### src/rtl/dos_linear_histogram_top_macros.svh
// Assertion macros for the density-of-states histogram block.
`ifndef DOS_LINEAR_HISTOGRAM_TOP_MACROS_SVH
`define DOS_LINEAR_HISTOGRAM_TOP_MACROS_SVH

// Same-cycle implication, sampled on clock and disabled during reset.
`define DLH_ASSERT_IMPLIES(label, ante, cons, msg) \
   label: assert property (@(posedge clock) disable iff (reset) (ante) |-> (cons)) \
      else $error(msg);

// Condition that must hold in the cycle after reset is seen.
`define DLH_ASSERT_AFTER_RESET(label, cons, msg) \
   label: assert property (@(posedge clock) reset |=> (cons)) else $error(msg);

`endif

### src/rtl/dlh_pkg.sv
// Types, constants and widths shared by the histogram block.
package dlh_pkg;

   localparam int NUM_BINS_DEF = 1024;

   // Field widths.
   localparam int CE_W    = 22;
   localparam int SPAN_W  = 22;
   localparam int RB_W    = 10;
   localparam int SUM_W   = 32;
   localparam int SCALE_W = 24;
   localparam int DENS_W  = 32;

   // Doubled coordinates: one LSB is 2^-13 bin.
   localparam int BIN_SHIFT  = 13;
   localparam int FRAC_SHIFT = 16;
   localparam int POS_W      = CE_W + 3;
   localparam int DEN_W      = SPAN_W + 1;
   localparam int OV_W       = BIN_SHIFT + 1;
   localparam int DIVD_W     = OV_W + FRAC_SHIFT;
   localparam int INC_W      = FRAC_SHIFT + 1;
   localparam int CNT_W      = $clog2(DIVD_W);
   localparam int PROD_W     = SUM_W + SCALE_W;

   // Bin index width, wide enough for the largest bin count and for the
   // last bin that a segment can reach.
   localparam int J_W = 17;

   // Command queue between front and back (power of two).
   localparam int QUEUE_DEPTH = 2;
   localparam int QP_W        = $clog2(QUEUE_DEPTH);

   localparam logic [SCALE_W-1:0] SCALE_RESET = 24'd54613;

   // Request kinds.
   localparam logic REQ_ADD  = 1'b0;
   localparam logic REQ_READ = 1'b1;

   // Classified command handed from front to back.
   typedef struct packed {
      logic              is_read;
      logic [RB_W-1:0]   read_bin;
      logic [POS_W-1:0]  lo2;
      logic [POS_W-1:0]  hi2;
      logic [DEN_W-1:0]  den;
      logic [J_W-1:0]    first;
      logic [J_W-1:0]    last;
   } cmd_type;

   typedef struct packed {
      logic q_full;
   } front_status_type;

   typedef struct packed {
      logic clearing;
   } back_status_type;

   typedef enum logic [2:0] {
      ST_CLEAR,
      ST_IDLE,
      ST_BIN,
      ST_DIV,
      ST_WRITE,
      ST_RD_MUL,
      ST_RD_OUT
   } back_state_type;

endpackage

### src/rtl/dlh_channels.sv
// Request and response channel interfaces of the histogram block.
interface dlh_req_if import dlh_pkg::*; ();
   logic              valid;
   logic              ready;
   logic              req_type;
   logic [CE_W-1:0]   center_energy;
   logic [SPAN_W-1:0] energy_span;
   logic [RB_W-1:0]   read_bin;

   modport source (output valid, req_type, center_energy, energy_span, read_bin,
                   input ready);
   modport sink (input valid, req_type, center_energy, energy_span, read_bin,
                 output ready);
endinterface


### src/rtl/dlh_front.sv
// Front end: accepts request words, works out segment bounds, queues commands.
module dlh_front import dlh_pkg::*; #(
   parameter int NUM_BINS = NUM_BINS_DEF
) (
   input  logic             clock,
   input  logic             reset,
   dlh_req_if.sink          req_chan,
   input  back_status_type  back_status,
   input  logic             pop,
   output logic             head_valid,
   output cmd_type          head,
   output front_status_type status
);

   localparam logic [J_W-1:0] LAST_BIN = J_W'(NUM_BINS - 1);

   logic [SPAN_W-1:0] span_eff;
   logic [POS_W-1:0]  lo2;
   logic [POS_W-1:0]  hi2;
   logic [POS_W-1:0]  hi2_m1;
   logic [J_W-1:0]    last_raw;
   cmd_type           cmd;

   cmd_type           q_ff [QUEUE_DEPTH];
   logic [QP_W-1:0]   wr_ptr_ff, wr_ptr_in;
   logic [QP_W-1:0]   rd_ptr_ff, rd_ptr_in;
   logic [QP_W:0]     count_ff, count_in;
   logic              push;
   logic              full;

   // Segment bounds in doubled units; a zero span counts as one LSB.
   always_comb begin
      span_eff = (req_chan.energy_span == '0) ? SPAN_W'(1) : req_chan.energy_span;
      lo2      = POS_W'({2'b00, req_chan.center_energy, 1'b0}) - POS_W'({3'b000, span_eff});
      hi2      = POS_W'({2'b00, req_chan.center_energy, 1'b0}) + POS_W'({3'b000, span_eff});
      hi2_m1   = hi2 - POS_W'(1);
      last_raw = J_W'(hi2_m1[POS_W-2:BIN_SHIFT]);

      cmd.is_read  = (req_chan.req_type == REQ_READ);
      cmd.read_bin = req_chan.read_bin;
      cmd.lo2      = lo2;
      cmd.hi2      = hi2;
      cmd.den      = {span_eff, 1'b0};
      cmd.first    = lo2[POS_W-1] ? '0 : J_W'(lo2[POS_W-2:BIN_SHIFT]);
      cmd.last     = (last_raw > LAST_BIN) ? LAST_BIN : last_raw;
   end

   // Nothing is taken while the back end clears the histogram.
   assign full           = (count_ff == (QP_W+1)'(QUEUE_DEPTH));
   assign req_chan.ready = !full && !back_status.clearing;
   assign push           = req_chan.valid && req_chan.ready;

   // Queue pointers and fill count.
   always_comb begin
      wr_ptr_in = push ? wr_ptr_ff + QP_W'(1) : wr_ptr_ff;
      rd_ptr_in = pop ? rd_ptr_ff + QP_W'(1) : rd_ptr_ff;
      count_in  = count_ff + (QP_W+1)'(push) - (QP_W+1)'(pop);
   end

   always_ff @(posedge clock) begin
      if (reset) begin
         wr_ptr_ff <= '0;
         rd_ptr_ff <= '0;
         count_ff  <= '0;
      end else begin
         wr_ptr_ff <= wr_ptr_in;
         rd_ptr_ff <= rd_ptr_in;
         count_ff  <= count_in;
      end
   end

   // Queue storage.
   always_ff @(posedge clock) begin
      if (push) begin
         q_ff[wr_ptr_ff] <= cmd;
      end
   end

   assign head_valid    = (count_ff != '0);
   assign head          = q_ff[rd_ptr_ff];
   assign status.q_full = full;

endmodule

### src/flat_wrapper.sv
// flat-port wrapper written by rule: the top's interface ports become plain ports
module dlh_front_flat import dlh_pkg::*;
#(
   parameter int NUM_BINS = NUM_BINS_DEF
)
  (clock, reset, back_status, pop, head_valid, head, status, req_chan_valid, req_chan_req_type, req_chan_center_energy, req_chan_energy_span, req_chan_read_bin, req_chan_ready);
  dlh_req_if req_chan_i ();
  input  logic clock;
  input  logic reset;
  input  back_status_type back_status;
  input  logic pop;
  output logic head_valid;
  output cmd_type head;
  output front_status_type status;
  input wire logic [$bits(req_chan_i.valid)-1:0] req_chan_valid;
  input wire logic [$bits(req_chan_i.req_type)-1:0] req_chan_req_type;
  input wire logic [$bits(req_chan_i.center_energy)-1:0] req_chan_center_energy;
  input wire logic [$bits(req_chan_i.energy_span)-1:0] req_chan_energy_span;
  input wire logic [$bits(req_chan_i.read_bin)-1:0] req_chan_read_bin;
  output wire logic [$bits(req_chan_i.ready)-1:0] req_chan_ready;
  assign req_chan_i.valid = req_chan_valid;
  assign req_chan_i.req_type = req_chan_req_type;
  assign req_chan_i.center_energy = req_chan_center_energy;
  assign req_chan_i.energy_span = req_chan_energy_span;
  assign req_chan_i.read_bin = req_chan_read_bin;
  assign req_chan_ready = req_chan_i.ready;
  dlh_front #(.NUM_BINS(NUM_BINS)) u_core (.clock(clock), .reset(reset), .req_chan(req_chan_i), .back_status(back_status), .pop(pop), .head_valid(head_valid), .head(head), .status(status));
endmodule
### config.mk
export PLATFORM = sky130hd
export DESIGN_NAME = dlh_front_flat
export DESIGN_NICKNAME = d
export VERILOG_FILES = /design/src/rtl/dos_linear_histogram_top_macros.svh /design/src/rtl/dlh_pkg.sv /design/src/rtl/dlh_channels.sv /design/src/rtl/dlh_front.sv /design/src/flat_wrapper.sv
export SDC_FILE = /design/constraint.sdc
export NUM_CORES = 1
export LEC_CHECK = 0
export ABC_AREA = 1
export BUFFER_PORTS_ARGS = -buffer_cell sky130_fd_sc_hd__buf_2
export CAP_MARGIN = 20
export CORE_ASPECT_RATIO = 1.25
export CORE_MARGIN = 3
export CORE_UTILIZATION = 40
export CTS_CLUSTER_DIAMETER = 60
export DETAILED_ROUTE_END_ITERATION = 16
export GPL_TIMING_DRIVEN = 0
export SLEW_MARGIN = 10
export SYNTH_ARGS = -nofsm -noshare
export SYNTH_HDL_FRONTEND = slang
export SYNTH_SLANG_ARGS = --single-unit
### constraint.sdc
create_clock -name clock -period 9.05 [get_ports clock]
set_input_delay 1.81 -clock clock [delete_from_list [all_inputs] [get_ports clock]]
set_output_delay 1.81 -clock clock [all_outputs]
set_load 0.05 [all_outputs]
# ---- Word level (Yosys, flattened, before mapping)
# Memory sizes are Yosys's and may differ from the RTL's. A register that Yosys moved wholly into a read port is not among the register bits.
# Cells that the tools add are included.
dict set report op_classes {
  addsub 7
  n_lt_le_gt_ge 1
  n_eq_ne 1
  muxes 7
  n_reduce_logical 6
}
# cell n
set ops {}
lappend ops {{$add A23 B22 Y24} 1}
lappend ops {{$sub A23 B22 Y24} 1}
lappend ops {{$sub A24 B1 Y24 const B} 1}
lappend ops {{$logic_not A22 Y1} 1}
lappend ops {{$mux W11} 2}
lappend ops {{$mux W22} 1}
lappend ops {{$gt A11 B10 Y1 const B} 1}
lappend ops {{$mux W1} 4}
lappend ops {{$add A1 B1 Y1 const B} 2}
lappend ops {{$add A2 B1 Y2} 1}
lappend ops {{$eq A2 B2 Y1 const B} 1}
lappend ops {{$logic_and A1 B1 Y1} 2}
lappend ops {{$logic_not A1 Y1} 2}
lappend ops {{$reduce_bool A2 Y1} 1}
lappend ops {{$sub A2 B1 Y2} 1}
dict set report totals {
  ff_bits 4
  ramBits 208
  in_bits 60
  output_inout_bits 121
  elab_cells 26
  mem_count 1
}
# name depth width rd rd_ports_with_merged_regs wr line_no
set memory_table {}
lappend memory_table {u_core.q_ff 2 104 1 1 1 dlh_front.sv:24} ;# cmd_type q_ff [QUEUE_DEPTH];

# ---- Logic depth before layout (Yosys ltp)
# Gate-level depths: netlist (run 1).
dict set report logic_depth {
  depth_word 6
  ltp_mapped 22
  mapped_depth_nobuf 21
}

# ---- Least setup slack after synthesis (run 1)
# Ideal clock, no wire load.
dict set report synth_path {
  kind {input to register}
  start {input back_status}
  end {memory u_core.q_ff[1][0] (netlist name) (enable)}
  setup_time_ns 0.562
  arrival_ns 6.985
  required_time_ns 8.488
  path_slack_ns 1.504
  stages 3
  path_buffers 0
  cell_sequence {nor2_1 > nand2_1 > nor2_1}
}
dict set report synth_via {
  elab_chain_len 5
}
# element line_no
set synth_lines {}
lappend synth_lines {{from (decl)} flat_wrapper.sv:10} ;# input back_status_type back_status;
lappend synth_lines {{$logic_not A1 Y1} dlh_front.sv:50} ;# assign req_chan.ready = !full && !back_status.clearing;
lappend synth_lines {{$logic_and A1 B1 Y1} dlh_front.sv:50}
lappend synth_lines {{$logic_and A1 B1 Y1} dlh_front.sv:51} ;# assign push = req_chan.valid && req_chan.ready;
lappend synth_lines {{$mux W1} dlh_front.sv:74} ;# if (push) begin
lappend synth_lines {{$mux W1 (not written as such)} dlh_front.sv:75} ;# q_ff[wr_ptr_ff] <= cmd;
lappend synth_lines {{to (decl)} dlh_front.sv:24}
# Every way passes these cells.

==> results.yml, run 1 <==
place:
  hpwl_um: 21600
  portBuffers: 165
  place.gp.congestion: 0.921
critical_path:
  arrival_ns: 4.99
  critical_path.max_stage_delay_ns: 0.43
  ff2ff_setup_slack_ns: 6.85
  critPathSlowestCell: "fa_1"
  worstSetupPathType: "in2reg"
  cp_max_fo: 6
  start_kind: "primary input"
  worstSetupEndpointType: "flop"
  required_ns: 9.40
  crit_chain: "buf_2, inv_1, nand4_1, nor2_1, nand3_1, nand2_1, inv_1, fa_1, nand3_1, nand2_1, nand3_1, nand2_1, a21boi_0, o21ai_0, xor2_1, inv_1, nor2_1"
  worstRegToRegCells: 8
synthesis:
  ys_seq_area_frac: 0.552
  synthMuxAreaShare: 0.102
  synth_top_area_share: 0.542
  synthAdderAreaFrac: 0.0545
  syn_avg_cell_area_um2: 10.5
  synth_commonest_cells: "213 x nand2_1, 200 x edfxtp_1, 119 x inv_1"
  synth_ff_type: "edfxtp_1"
  async_flop_share: 0
  synth-compound-area-share: 0.0390
  syn_area_um2: 11100
  yosys_register_bits: 205
  yosysWarnings: 0
  synth-xor-area-share: 0.0206
  synth_most_common_cell: "nand2_1"
  synth_area_leaders: "edfxtp_1 54%, mux2_2 10%, nand2_1 7.2%, ha_1 5.1%, inv_1 4.0%"
  yosys.cell_types.count: 41
  syn_inst: 1054
  synth_edf_count: 200
  synth_top_family_by_area: "simple AND/OR/NAND/NOR gates"
  yosysTopAreaCell: "edfxtp_1"
  synthSimpleGateAreaFrac: 0.155
timing:
  rsz0062_at_grt: "no"
  period_share: 0.513
  maxSlewViolCount: 0
  slew_headroom: 0.471
  finalHoldWorstSlack_ns: 0.536
  clock_skew_ns: 0.0114
  setup_violations: 0
  tightest_slew_ns: 0.794
  finalCriticalPeriod_ns: 4.64
  max_freq_mhz: 215
  hold_viol: 0
layout:
  multi_input_area_um2: 4190
  syn_to_final_growth_pct: 19.8
  seq_area_um2: 6110
  nets: 1375
  drive_gt1_frac: 0.291
  diodes: 0
  num-fill-cells: 2542
detailed_routing:
  wire_per_inst_um: 17.0
  antenna_left: 0
  drt-pass1-iter-count: 5
  drt_wl_total_um: 27600
  drc: 0
  vias: 7869
  vias_per_cell: 4.84
  first_iter_violations: 474
cts:
  cts_buffers: 23
  clkSlewWorstSetupHoldPaths_ns: 0.06
  cts.path.max_buffers: 3
  cts_hold_repair.buffers: 0
  tritoncts: "built"
  cts_resized: 0
  cts_root_buf: "clkbuf_16"
  clock_latency_ns: 0.51
  post_cts_buffers: 0
  htree_levels: 1
  clkSinkCount: 205
power_and_ir_drop:
  ir_drop_mv: 0.104
  power.leakage_nw: 5.64
  p_per_area_nw_per_um2: 203
  power_mw: 2.69
global_routing:
  grt_usage: 0.184
  grt_max_degree: 28
  grt_pass1_wl_um: 43000
  grt_overflow: 0
  antenna_found_initial: 0
  first_global_vias: 8039
die:
  start_util: 0.409
  rows: 67
  io_pins: 181
  die_h_um: 192
  die_area_um2: 29700
  core-area_um2: 27100
  die_w_um: 155
hold_path:
  min_path_cells: 2
  hp-class: "reg2reg"
run:
  drv_cap: 0
status:
  outcome: "completed"
[flip-flops by register name (all words and copies together), names as in the netlist, named ones only]
| register | cells |
|---|---|
| u_core.q_ff | 200 |
| u_core.count_ff | 2 |
| u_core.rd_ptr_ff | 1 |
| u_core.wr_ptr_ff | 1 |
[cells in the final DEF, fill, tap and decap left out, drive strengths merged, types with 2 or more instances in the layout]
cell type	netlist	layout
nor3	8	8
dfxtp	5	5
fa	2	2
ha	45	45
nand4	14	14
edfxtp	200	200
nand2	225	225
o21ai	23	23
nor3b	2	2
clkbuf	33	62
inv	130	132
a21boi	3	3
clkinv	1	6
nor4	3	3
xor2	25	25
mux2	100	100
nor2	95	95
a21o	2	2
buf	32	205
a211oi	2	2
a21oi	44	44
o21a	2	2
conb	1	17
nand3	52	52
[report_power, final]
group,internal [mW],switching (mW),leakage (nW)
clock,0.493,0.354,0.324
combinational,0.200,0.505,3.44
sequential,1.13,0.0106,1.87
total,1.82,0.870,5.64
[critical path, delay by kind of cell]
kind,cells,cell delay (ns)
AOI/OAI and AO/OA,2,0.57
xor gates and xnor gates,1,0.43
adders and majority gates,1,0.43
buffers and inverters,4,0.43
and+or+nand+nor,9,1.32
[cells by family (layout without fill, tap and decap cells)]
kind of cell | count (synthesis) | in the layout
xor+xnor | 26 | 26
simple gates | 401 | 401
other cells | 1 | 17
flops | 205 | 205
compound gates | 78 | 78
buf+inv | 196 | 407
mux | 100 | 100
fa+ha+maj | 47 | 47
[layer usage]
layer / part of all wire / vias up / routed length, µm / track usage
met2: 0.50 / 216 / 13700 / 0.327
li1: - / 3922 / - / -
met1: 0.44 / 3698 / 12100 / 0.240
met5: 0 / - / 0 / 0
met4: 0.018 / 0 / 498 / 0.0428
met3: 0.049 / 33 / 1350 / 0.0216
[through the flow]
step                      std cells  setup TNS, ns  cell area, µm²  setup WS (ns)  utilization
after floorplan                1070              0           11100           1.50            -
after global placement         1580        -104.72           12400         -0.570        0.458
after detailed placement       1588              0           12600           3.96        0.465
after CTS                      1626              0           13300           4.48        0.490
after global routing           1626              0           13300           4.26        0.490
final                          1626              0           13300           4.41        0.490
[cell type report]
class | instances | share of cell area
clock inverters | 9 | 0.00566
well taps | 345 | 0.0325
flip-flops and latches | 205 | 0.460
plain buffers | 65 | 0.0273
multi-input cells | 669 | 0.316
clock buffers | 29 | 0.0451
repair buffers | 173 | 0.0766
inverters | 131 | 0.0371
[final timing paths]
path	to	startpoint
setup / recovery	u_core.q_ff[0][12]	req_chan_energy_span[18]
hold reg to reg	u_core.rd_ptr_ff	u_core.rd_ptr_ff
setup reg to reg	u_core.q_ff[0][52]	u_core.count_ff[1]
hold / removal	u_core.rd_ptr_ff	u_core.rd_ptr_ff
Note: power is estimated with default switching activity, not from simulation.
==> run 2, diff against run 1 <==
==> constraint.sdc (replaced) <==
create_clock -name clock -period 4.3 [get_ports clock]
set_input_delay 0.86 -clock clock [delete_from_list [all_inputs] [get_ports clock]]
set_output_delay 0.86 -clock clock [all_outputs]
set_load 0.05 [all_outputs]
==> results.yml, run 2 (synthesis gave the netlist of run 1 again) <==
critical_path:
  arrival_ns: 3.99
  worstReg2RegStart: "u_core.count_ff[1]"
  worst_r2r_endpoint: "u_core.q_ff[0][53]"
  worstSetupPathType: "in2reg"
  cp_max_fo: 6
  start_kind: "primary input"
  crit_end: "u_core.q_ff[1][12]"
  ff2ff_setup_slack_ns: 2.25
  crit_path_start: "req_chan_energy_span[19]"
  required_ns: 4.64
  worstSetupEndpointType: "flop"
  worstRegToRegCells: 7
timing:
  tightest_slew_ns: 0.738
  period_share: 0.848
  max_freq_mhz: 274
  finalCriticalPeriod_ns: 3.64
  rsz0062_at_grt: "no"
  setup_violations: 0
  slew_headroom: 0.508
  finalHoldWorstSlack_ns: 0.528
  hold_viol: 0
  maxSlewViolCount: 0
  clock_skew_ns: 0.0102
layout:
  top_regs: "u_core.q_ff x200, u_core.count_ff x2"
  top_register: "u_core.q_ff"
  largest_reg_flops: 200
  drive_gt1_frac: 0.290
  fin_util: 0.489
  mostFrequentLayoutCells: "213 x nand2_1, 200 x edfxtp_1, 169 x buf_2"
  diodes: 0
  nets: 1374
  syn_to_final_growth_pct: 19.7
  instances_no_fill: 1626
  final_common_cell: "nand2_1"
global_routing:
  grt_overflow: 0
  grt_usage: 0.183
  first_global_vias: 7967
  grt_max_degree: 28
  antenna_found_initial: 0
  grt_pass1_wl_um: 42800
cts:
  cts_root_buf: "clkbuf_16"
  clkSinkCount: 205
  htree_levels: 1
  cts_hold_repair.buffers: 0
  post_cts_buffers: 0
  clock_latency_ns: 0.51
  cts_resized: 0
  clkSlewWorstSetupHoldPaths_ns: 0.06
  tritoncts: "built"
  cts.path.max_buffers: 3
  cts_buffers: 22
power_and_ir_drop:
  power.leakage_nw: 5.62
  ir_drop_mv: 0.253
  p_per_area_nw_per_um2: 422
die:
  die_h_um: 192
  io_pins: 181
  core-area_um2: 27100
  die_area_um2: 29700
  rows: 67
  start_util: 0.409
  die_w_um: 155
run:
  drv_cap: 0
detailed_routing:
  drc: 0
  wire_per_inst_um: 17.0
  antenna_left: 0
  first_iter_violations: 430
  vias_per_cell: 4.86
  drt-pass1-iter-count: 5
  drt_wl_total_um: 27600
  vias: 7900
place:
  portBuffers: 165
  dp_cells: 1588
  hpwl_um: 21800
  place.gp.congestion: 0.918
hold_path:
  min_from: "u_core.rd_ptr_ff"
  hp-class: "reg2reg"
status:
  outcome: "completed"
[run 2: changes by cell type in the layout (fill, tap and decap cells not counted), sizes merged]
cell      delta
clkinvlp     +1
clkbuf       -2
clkinv       +4
inv          -2
bufinv       -1
[run 2: metrics by stage]
stage | TNS, ns | setup WS, ns | total power [mW] | cell area, µm²
after floorplan | -124.05 | -0.628 | 3.53 | 11100
after global placement | -324.91 | -1.65 | 3.89 | 12400
after detailed placement | 0 | 0.186 | 3.93 | 12600
after CTS | 0 | 0.635 | 5.66 | 13200
after global routing | 0 | 0.406 | 5.85 | 13200
final | 0 | 0.655 | 5.58 | 13200
[run 2: layout make-up]
cell class | count | area [µm²]
Buffer | 65 | 362
Clock buffer | 27 | 591
Clock inverter | 11 | 62.6
Fill cell | 2580 | 13800
Inverter | 131 | 492
Multi-Input combinational cell | 669 | 4190
Sequential cell | 205 | 6110
Tap cell | 345 | 432
Timing Repair Buffer | 173 | 1020
[run 2: critical path, cell delays in order]
cell and delay [ns]:
buf_2 0.12, inv_1 0.07, nand4_1 0.15, nor2_1 0.21, nand3_1 0.10, nand2_1 0.25, inv_1 0.17, fa_1 0.43
nand3_1 0.09, nand2_1 0.14, nand3_1 0.10, nand2_1 0.07, a21boi_0 0.35, o21ai_0 0.23, xor2_1 0.40, inv_1 0.08
nor2_1 0.15
[run 2: power by group]
part	switching (mW)	internal (mW)	total [mW]	leakage [nW]
registers	0.0226	2.37	2.39	1.87
logic	1.06	0.421	1.48	3.44
clock network	0.738	0.973	1.71	0.310
total	1.82	3.76	5.58	5.62
[run 2: how the worst min path moves through the flow]
stage                    endpoint  slack (ns)  cells past startpoint
2_1_floorplan                flop        0.48                      2
3_3_place_gp     u_core.rd_ptr_ff        0.49                      2
3_5_place_dp     u_core.rd_ptr_ff        0.51                      2
4_1_cts        u_core.q_ff[0][98]        0.52                      1
5_1_grt        u_core.q_ff[1][93]        0.52                      1
6_report         u_core.rd_ptr_ff        0.53                      2
[run 2: layer usage]
layer	global-route usage	vias to the layer above	wire length, µm
li1	-	3932	-
met1	0.234	3754	12100
met2	0.331	188	13800
met3	0.0241	26	1230
met4	0.0398	0	442
met5	0	-	0
